### src/hw/rtl/fpsqrt_pkg.sv
// ----------------------------------------------------------------------------
// fpsqrt_pkg
// shared types and constants of the 16.16 square root pipeline
// ----------------------------------------------------------------------------
package fpsqrt_pkg;

    localparam int WORD_W     = 32;     // radicand and working width
    localparam int ROOT_W     = 24;     // result width
    localparam int STEPS_ONE  = 16;     // integer-part steps
    localparam int STEPS_TWO  = 8;      // fraction steps
    localparam int STEPS      = STEPS_ONE + STEPS_TWO;
    localparam int FRAC_SHIFT = 16;     // realignment between the phases

    localparam logic [WORD_W-1:0] FIRST_BIT  = 32'h4000_0000;
    localparam logic [WORD_W-1:0] SECOND_BIT = 32'h0000_4000;

    // remainder and partial root carried from cell to cell
    typedef struct packed {
        logic [WORD_W-1:0] rem;
        logic [WORD_W-1:0] root;
    } stage_t;

endpackage

### src/hw/rtl/fpsqrt_cell.sv
// ----------------------------------------------------------------------------
// fpsqrt_cell
// one restoring root-extraction step with its own pipeline register
// ----------------------------------------------------------------------------
module fpsqrt_cell #(
    parameter bit          PHASE_TWO = 1'b0,
    parameter logic [31:0] TRIAL_BIT = 32'h4000_0000
) (
    input  logic                 clk,
    input  logic                 rst_n,
    input  logic                 in_valid,
    output logic                 in_ready,
    input  fpsqrt_pkg::stage_t   in_data,
    output logic                 out_valid,
    input  logic                 out_ready,
    output fpsqrt_pkg::stage_t   out_data
);

    logic                  valid_reg;
    fpsqrt_pkg::stage_t    data_reg;
    fpsqrt_pkg::stage_t    data_next;
    logic                  take;
    logic [fpsqrt_pkg::WORD_W-1:0] diff;

    generate
        if (PHASE_TWO)
        begin : g_unsigned
            // accept when root + bit does not exceed the remainder
            logic [fpsqrt_pkg::WORD_W-1:0] trial;
            always_comb
            begin
                trial = in_data.root + TRIAL_BIT;
                take  = (trial <= in_data.rem);
                diff  = in_data.rem - trial;
            end
        end
        else
        begin : g_signed
            // accept when both wrapped differences stay non-negative
            logic [fpsqrt_pkg::WORD_W-1:0] d1;
            always_comb
            begin
                d1   = in_data.rem - TRIAL_BIT;
                diff = d1 - in_data.root;
                take = !d1[fpsqrt_pkg::WORD_W-1] && !diff[fpsqrt_pkg::WORD_W-1];
            end
        end
    endgenerate

    always_comb
    begin
        if (take)
        begin
            data_next.rem  = diff;
            data_next.root = (in_data.root >> 1) | TRIAL_BIT;
        end
        else
        begin
            data_next.rem  = in_data.rem;
            data_next.root = in_data.root >> 1;
        end
    end

    // a cell takes a new word when empty or when its word moves on
    assign in_ready  = !valid_reg || out_ready;
    assign out_valid = valid_reg;
    assign out_data  = data_reg;

    always_ff @(posedge clk or negedge rst_n)
    begin
        if (!rst_n)
        begin
            valid_reg <= 1'b0;
        end
        else if (in_ready)
        begin
            valid_reg <= in_valid;
        end
    end

    always_ff @(posedge clk)
    begin
        if (in_ready && in_valid)
        begin
            data_reg <= data_next;
        end
    end

endmodule

### src/hw/rtl/fixed_point_square_root.sv
// ----------------------------------------------------------------------------
// fixed_point_square_root
// 16.16 square root by digit-by-digit extraction in a chain of 24 cells
// ----------------------------------------------------------------------------
// each word passes through the cells in order, one cell per step, and waits
// in the last cell's register until the output side takes it
// throughput: one word per cycle while the output is ready; each of the 24
// cells holds one word, and back-pressure ripples back cell by cell, so
// empty cells still fill while the output word waits
// reset: asynchronous active-low rst_n clears every cell's valid flag
// ----------------------------------------------------------------------------
module fixed_point_square_root (
    input  logic        clk,
    input  logic        rst_n,
    // input stream
    input  logic        s_axis_tvalid,
    output logic        s_axis_tready,
    input  logic [31:0] s_axis_tdata,   // [31:0] radicand (signed 16.16)
    // output stream
    output logic        m_axis_tvalid,
    input  logic        m_axis_tready,
    output logic [23:0] m_axis_tdata    // [23:0] root (unsigned 8.16)
);

    localparam int N = fpsqrt_pkg::STEPS;

    // element i feeds cell i, element N is the last cell's output
    logic                stage_valid [0:N];
    logic                stage_ready [0:N];
    fpsqrt_pkg::stage_t  stage_data  [0:N];

    // the remainder starts as the raw radicand bits, the root at zero
    assign stage_valid[0]     = s_axis_tvalid;
    assign s_axis_tready      = stage_ready[0];
    assign stage_data[0].rem  = s_axis_tdata;
    assign stage_data[0].root = '0;

    genvar i;
    generate
        for (i = 0; i < N; i++)
        begin : g_cell
            fpsqrt_pkg::stage_t cell_in;

            if (i == fpsqrt_pkg::STEPS_ONE)
            begin : g_realign
                // start of the fraction phase: move root and remainder up by
                // sixteen, wrapping at the word width
                assign cell_in.rem  = stage_data[i].rem  << fpsqrt_pkg::FRAC_SHIFT;
                assign cell_in.root = stage_data[i].root << fpsqrt_pkg::FRAC_SHIFT;
            end
            else
            begin : g_pass
                assign cell_in = stage_data[i];
            end

            if (i < fpsqrt_pkg::STEPS_ONE)
            begin : g_one
                // integer phase: trial bit walks down from bit 30 by two
                fpsqrt_cell #(
                    .PHASE_TWO (1'b0),
                    .TRIAL_BIT (fpsqrt_pkg::FIRST_BIT >> (2 * i))
                ) u_cell (
                    .clk       (clk),
                    .rst_n     (rst_n),
                    .in_valid  (stage_valid[i]),
                    .in_ready  (stage_ready[i]),
                    .in_data   (cell_in),
                    .out_valid (stage_valid[i+1]),
                    .out_ready (stage_ready[i+1]),
                    .out_data  (stage_data[i+1])
                );
            end
            else
            begin : g_two
                // fraction phase: trial bit walks down from bit 14 by two
                fpsqrt_cell #(
                    .PHASE_TWO (1'b1),
                    .TRIAL_BIT (fpsqrt_pkg::SECOND_BIT >>
                                (2 * (i - fpsqrt_pkg::STEPS_ONE)))
                ) u_cell (
                    .clk       (clk),
                    .rst_n     (rst_n),
                    .in_valid  (stage_valid[i]),
                    .in_ready  (stage_ready[i]),
                    .in_data   (cell_in),
                    .out_valid (stage_valid[i+1]),
                    .out_ready (stage_ready[i+1]),
                    .out_data  (stage_data[i+1])
                );
            end
        end
    endgenerate

    // the last cell's register is the output register
    assign m_axis_tvalid  = stage_valid[N];
    assign stage_ready[N] = m_axis_tready;
    assign m_axis_tdata   = stage_data[N].root[fpsqrt_pkg::ROOT_W-1:0];

endmodule

### config.mk
export PLATFORM = sky130hd
export DESIGN_NAME = fixed_point_square_root
export DESIGN_NICKNAME = d
export VERILOG_FILES = /design/src/hw/rtl/fpsqrt_pkg.sv /design/src/hw/rtl/fpsqrt_cell.sv /design/src/hw/rtl/fixed_point_square_root.sv
export SDC_FILE = /design/constraint.sdc
export NUM_CORES = 2
export LEC_CHECK = 0
export BUFFER_PORTS_ARGS = -buffer_cell sky130_fd_sc_hd__buf_2
export CAP_MARGIN = 40
export CORE_AREA = 8 8 305 307
export CTS_BUF_LIST = sky130_fd_sc_hd__clkbuf_4
export CTS_CLUSTER_DIAMETER = 150
export DETAILED_ROUTE_END_ITERATION = 8
export DIE_AREA = 0 0 313 315
export PLACE_DENSITY = 0.86
export SETUP_SLACK_MARGIN = 0.02
export SLEW_MARGIN = 20
export SYNTH_ARGS = -nofsm -noshare
export SYNTH_HDL_FRONTEND = slang
export SYNTH_SLANG_ARGS = --single-unit
### constraint.sdc
create_clock -name clk -period 10.9 [get_ports clk]
set_clock_uncertainty 0.05 [all_clocks]
set_input_delay 0.545 -clock clk [delete_from_list [all_inputs] [get_ports clk]]
set_output_delay 0.545 -clock clk [all_outputs]
set_load 0.02 [all_outputs]
# After elaboration in Yosys (flattened, before gate mapping)
# Index checks and enable logic that the tools add are counted.
[totals]
register_bits = 1488
latchBits = 0
ramBits = 0
romBits = 0
input_bits = 36
out_inout_bits = 26
wordCells = 289
memories = 0
[op_classes]
addsub = 46
mul = 0
n_div = 0
magnitude_cmp = 8
n_eq_ne = 0
shifts = 0
mux = 23
bitwise_logic = 0
n_reduce_logical = 117
[ops]
columns = ["cell", "n"]
rows = [
  ["$mux W64", 21],
  ["$sub A32 B32 Y32", 22],
  ["$le A32 B32 Y1", 8],
  ["$mux W63", 1],
  ["$logic_not A1 Y1", 54],
  ["$mux W48", 1],
  ["$logic_and A1 B1 Y1", 39],
  ["$add A32 B1 Y32 const B", 1],
  ["$add A32 B11 Y32 const B", 1],
  ["$add A32 B13 Y32 const B", 1],
  ["$add A32 B15 Y32 const B", 1],
  ["$add A32 B3 Y32 const B", 1],
  ["$add A32 B5 Y32 const B", 1],
  ["$add A32 B7 Y32 const B", 1],
  ["$add A32 B9 Y32 const B", 1],
  ["$sub A32 B1 Y32 const B", 1],
  ["$sub A32 B11 Y32 const B", 1],
  ["$sub A32 B13 Y32 const B", 1],
  ["$sub A32 B15 Y32 const B", 1],
  ["$sub A32 B17 Y32 const B", 1],
  ["$sub A32 B19 Y32 const B", 1],
  ["$sub A32 B21 Y32 const B", 1],
  ["$sub A32 B23 Y32 const B", 1],
  ["$sub A32 B25 Y32 const B", 1],
  ["other kinds (8)", 31],
]

# Logic depth before layout (Yosys ltp)
[depth]
word_depth = 26
mapped_depth = 22
depth_no_buf = 19

# Hierarchy
# From an unflattened synthesis, not the netlist that was laid out.
[unflattened]
hier_cells = 10671
hier_area_um2 = 109697.7
[modules_own_cells]
columns = ["module", "instances", "cells_each", "area_each_um2", "seq_area_each_um2"]
rows = [
  ["fpsqrt_cell (g_cell[14].g_one.u_cell)", 1, 461, 4799.6, 1916.8],
  ["fpsqrt_cell (g_cell[15].g_one.u_cell)", 1, 473, 4779.6, 1916.8],
  ["fpsqrt_cell (g_cell[22].g_two.u_cell)", 1, 508, 4757.1, 1916.8],
  ["fpsqrt_cell (g_cell[19].g_two.u_cell)", 1, 453, 4708.3, 1916.8],
  ["fpsqrt_cell (g_cell[13].g_one.u_cell)", 1, 462, 4700.8, 1916.8],
  ["fpsqrt_cell (g_cell[20].g_two.u_cell)", 1, 490, 4685.7, 1916.8],
  ["fpsqrt_cell (g_cell[10].g_one.u_cell)", 1, 450, 4664.5, 1916.8],
  ["fpsqrt_cell (g_cell[23].g_two.u_cell)", 1, 488, 4652.0, 1916.8],
  ["fpsqrt_cell (g_cell[21].g_two.u_cell)", 1, 480, 4621.9, 1916.8],
  ["fpsqrt_cell (g_cell[17].g_two.u_cell)", 1, 459, 4619.4, 1916.8],
  ["fpsqrt_cell (g_cell[18].g_two.u_cell)", 1, 435, 4586.9, 1916.8],
  ["fpsqrt_cell (g_cell[11].g_one.u_cell)", 1, 491, 4561.9, 1916.8],
  ["fpsqrt_cell (g_cell[5].g_one.u_cell)", 1, 423, 4559.4, 1916.8],
  ["fpsqrt_cell (g_cell[7].g_one.u_cell)", 1, 434, 4551.9, 1916.8],
  ["+11 rows", "--", "--", "--", "--"],
]

# Least setup slack after synthesis
# No wires, ideal clock.
[synth_path]
path_type = "flip-flop to flip-flop"
startpoint = "reg g_cell[13].g_one.u_cell.data_reg, in the netlist g_cell[13].g_one.u_cell.out_data[39]"
endpoint = "reg g_cell[14].g_one.u_cell.data_reg, in the netlist g_cell[14].g_one.u_cell.out_data[47] (data pin)"
setup_time_ps = 256
arrival_time_ps = 4573
slack_ps = 6021
stages_incl_launch_ff = 18
path_buffers = 2
period_less_slack_ps = 4879
path_cell_list = "edfxtp_1 > nor4_1 > nand2_1 > or4_1 > xnor2_1 > ha_1 > a21o_1 > a21oi_1 > a2bb2oi_1 > a21boi_0 > a21oi_1 > nor2_1 > nand3_1 > or3_1 > ha_1 > clkbuf_1 > buf_1 > a31o_2"
[synth_lines]
columns = ["item", "line", "source"]
rows = [
  ["from (decl)", "fpsqrt_cell.sv:20", "fpsqrt_pkg::stage_t data_reg;"],
  ["from (signal assigned)", "fpsqrt_cell.sv:85", "data_reg <= data_next;"],
  ["to (signal assigned)", "fpsqrt_cell.sv:85", ""],
  ["to (decl)", "fpsqrt_cell.sv:20", ""],
]

==> qor.yml <==
run_status:
  status: "completed"
global_route:
  grt_start_max_net_pins: 48
  antenna_found_initial: 2
  grt_overflow: 0
  grt.total_usage: 0.213
  grt_pass1_wl_mm: 175
  grt_pass1_vias: 35600
yosys:
  syn_inst: 4412
  async_flop_share: 0.0243
  synth-edff-count: 962
  yosysUniqueCellTypes: 89
  seq_area_frac_synth: 0.563
  synth_fp_nets: 4773
  synth_flop_cell: "edfxtp_1"
  ys_ff_latch: 986
  synth.cell_area_um2: 52400
  syn_area_per_cell_um2: 11.9
  yosys_warnings: 0
placement:
  dpl.hpwl_mm: 75.3
  dp.cells: 5596
  placed_area_um2: 54500
  port_buffers: 61
  gp_congestion: 0.898
critical_path:
  worstPathMaxFanout: 29
  endpoint_kind: "flop"
  worstPathRequired_ns: 11.64
  crit_type: "flop to flop"
  cp.arrival_ns: 6.27
  critPathLaunchType: "flop"
pwr:
  peakVddDrop_mv: 0.159
  leakage_nw: 22.8
  power_density_nw_per_um2: 244
clocking:
  clk_path_buf_depth: 3
  cts_root_buffer: "clkbuf_4"
  post_cts_resized: 0
  cts_made_buffers: 238
  insertion_delay_ns: 1.14
  cts_tree: "done"
  cts.clk_slew.worst_paths_ns: 0.06
  numClockSinks: 986
  htreeDepth: 4
routing:
  routed-via-count: 34900
  drtPass1Iterations: 5
  wl_met1_mm: 41.4
  top_layer_used: "met4"
  drtIter0Drc: 2371
  dr_wl_met2_mm: 56.2
  drcViolationCount: 0
  wl_mm: 106
  wire_per_inst_um: 17.4
  ant_nets: 0
  avgViaCountPerCell: 5.71
  wl_met3_mm: 5.26
die:
  fp.coreArea_um2: 88000
  rows: 109
  fp.dieW_um: 313
  die_h_um: 315
  initial_core_util: 0.596
  io_pins: 62
  fp.dieArea_um2: 98600
sta:
  fin_crit_ns: 5.53
  finalSetupTns_ns: 0
  slew_viol_final: 0
  fmax_ghz: 0.181
  relSlewSlack: 0.412
  min_period_over_period: 0.508
  setup_viol_count_final: 0
  worst_pin_slew_ns: 0.878
  finalHoldViolations: 0
  rsz0062_at_grt: "no"
finish:
  fin_nets: 5102
  syn_to_final_growth_pct: 11.2
  drive_gt1_frac: 0.137
  final_area_um2: 58300
  finalCoreUtilization: 0.662
  final_cells: 6113
job:
  cap_violations: 0
worst_hold_path:
  hold_class: "primary input to flop"
cell type report:
class / instances / area (um^2)
clock buffers: 333 / 2500
well taps: 1165 / 1460
diodes: 6 / 15.0
clock inverters: 108 / 558
flip-flops and latches: 986 / 29500
multi-input cells: 2936 / 21200
repair buffers: 169 / 1490
fillers: 6037 / 29700
inverters: 410 / 1540
per-stage QoR:
step           total power [mW]  setup WS [ns]  hold slack (ns)
5_1_grt                    15.1           4.86           0.0430
6_report                   14.2           5.37            0.128
4_1_cts                    14.2           5.36          0.00638
2_1_floorplan              9.84           6.02            0.199
3_3_place_gp               10.8           5.28            0.350
3_5_place_dp               11.1           5.44            0.355
sequential cells by signal, indices dropped and copies added, names as in the netlist:
| register | count |
|---|---|
| g_cell.g_one.u_cell.out_valid | 16 |
| g_cell.g_two.u_cell.out_valid | 8 |
| g_cell.g_one.u_cell.out_data | 632 |
| g_cell.g_two.u_cell.out_data | 330 |
power breakdown:
part           internal, mW  total, mW  switching (mW)
Clock                  1.48       3.01            1.53
Sequential             5.41       6.04           0.632
Combinational          2.29       5.14            2.84
Total                  9.18       14.2            5.00
synth_stat cells (23+ instances only):
| cell type | number | area share |
|---|---|---|
| xor2_1 | 175 | 0.029 |
| dfrtp_1 | 24 | 0.011 |
| a21o_1 | 111 | 0.016 |
| or4_1 | 23 | 0.0033 |
| clkbuf_1 | 67 | 0.0048 |
| a21oi_1 | 206 | 0.020 |
| a211oi_1 | 26 | 0.0037 |
| nand3_1 | 65 | 0.0062 |
| nor3_1 | 103 | 0.0098 |
| or2_2 | 24 | 0.0029 |
| nor2_1 | 282 | 0.020 |
| xnor2_1 | 285 | 0.048 |
| mux2_2 | 138 | 0.030 |
| edfxtp_1 | 962 | 0.55 |
| and2_1 | 25 | 0.0030 |
| ha_1 | 304 | 0.073 |
| nor4_1 | 56 | 0.0067 |
| o21ai_0 | 239 | 0.023 |
| a31oi_1 | 28 | 0.0033 |
| nand2_1 | 294 | 0.021 |
| nor2b_1 | 48 | 0.0057 |
| inv_1 | 409 | 0.029 |
| o31ai_1 | 29 | 0.0042 |
| o21a_1 | 37 | 0.0053 |
| o21bai_1 | 29 | 0.0042 |
| nand3b_1 | 25 | 0.0036 |
| or3_1 | 53 | 0.0063 |
| nand2b_1 | 63 | 0.0075 |
worst max-delay path, stage by stage (launching register included):
cell and delay [ns]:
edfxtp_1 0.49, nor4_1 0.61, nand2_1 0.24, or4_1 0.46, xnor2_1 0.14, ha_1 0.34, a21o_1 0.18, a21oi_1 0.21
a2bb2oi_1 0.25, a21boi_0 0.36, a21oi_1 0.17, nor2_1 0.30, nand3_1 0.11, or3_1 0.37, ha_1 0.27, buf_4 0.26
o21ai_0 0.16, nor3_1 0.09, xor2_1 0.15
metal layers:
layer,vias to the layer above,track usage
met5,-,0
met4,0,0.0820
met3,248,0.0409
met2,1039,0.395
met1,16700,0.243
li1,16900,-
what timing repair did:
item | CTS | global route
endpoints found under the setup margin | 0 | 0
hold endpoints to repair | 95 | 1
hold buffers | 66 | 1
setup buffers | 0 | 0
logic make-up (layout without fill, tap and decap cells):
group / Yosys count / count (layout) / synth area share
simple gates: 1154 / 1154 / 0.110
flops: 986 / 986 / 0.563
compound gates: 834 / 834 / 0.0999
buf+inv: 490 / 1020 / 0.0352
xor+xnor: 460 / 460 / 0.0769
fa+ha+maj: 328 / 328 / 0.0812
mux: 160 / 160 / 0.0339
other cells: 0 / 6 / 0
final timing paths:
kind	endpoint	from	depth (start not counted)	slack, ns
max in group asynchronous	g_cell[12].g_one.u_cell.out_valid	rst_n	4	10.15
min	g_cell[0].g_one.u_cell.out_data[50]	s_axis_tdata[18]	2	0.13
max reg2reg	g_cell[14].g_one.u_cell.out_data[55]	g_cell[13].g_one.u_cell.out_data[37]	18	5.37
min in group asynchronous	g_cell[21].g_two.u_cell.out_valid	rst_n	4	0.40
min reg2reg	g_cell[20].g_two.u_cell.out_data[26]	g_cell[19].g_two.u_cell.out_data[27]	0	0.34
max	g_cell[14].g_one.u_cell.out_data[55]	g_cell[13].g_one.u_cell.out_data[37]	18	5.37
placed cells by master, fill, tap and decap left out, types with 175 or more instances in the layout:
cell type / count
edfxtp_1: 962
inv_1: 409
clkbuf_4: 333
ha_1: 304
nand2_1: 294
xnor2_1: 285
nor2_1: 281
o21ai_0: 239
a21oi_1: 204
xor2_1: 175
Note: power is estimated with default switching activity, not from simulation.
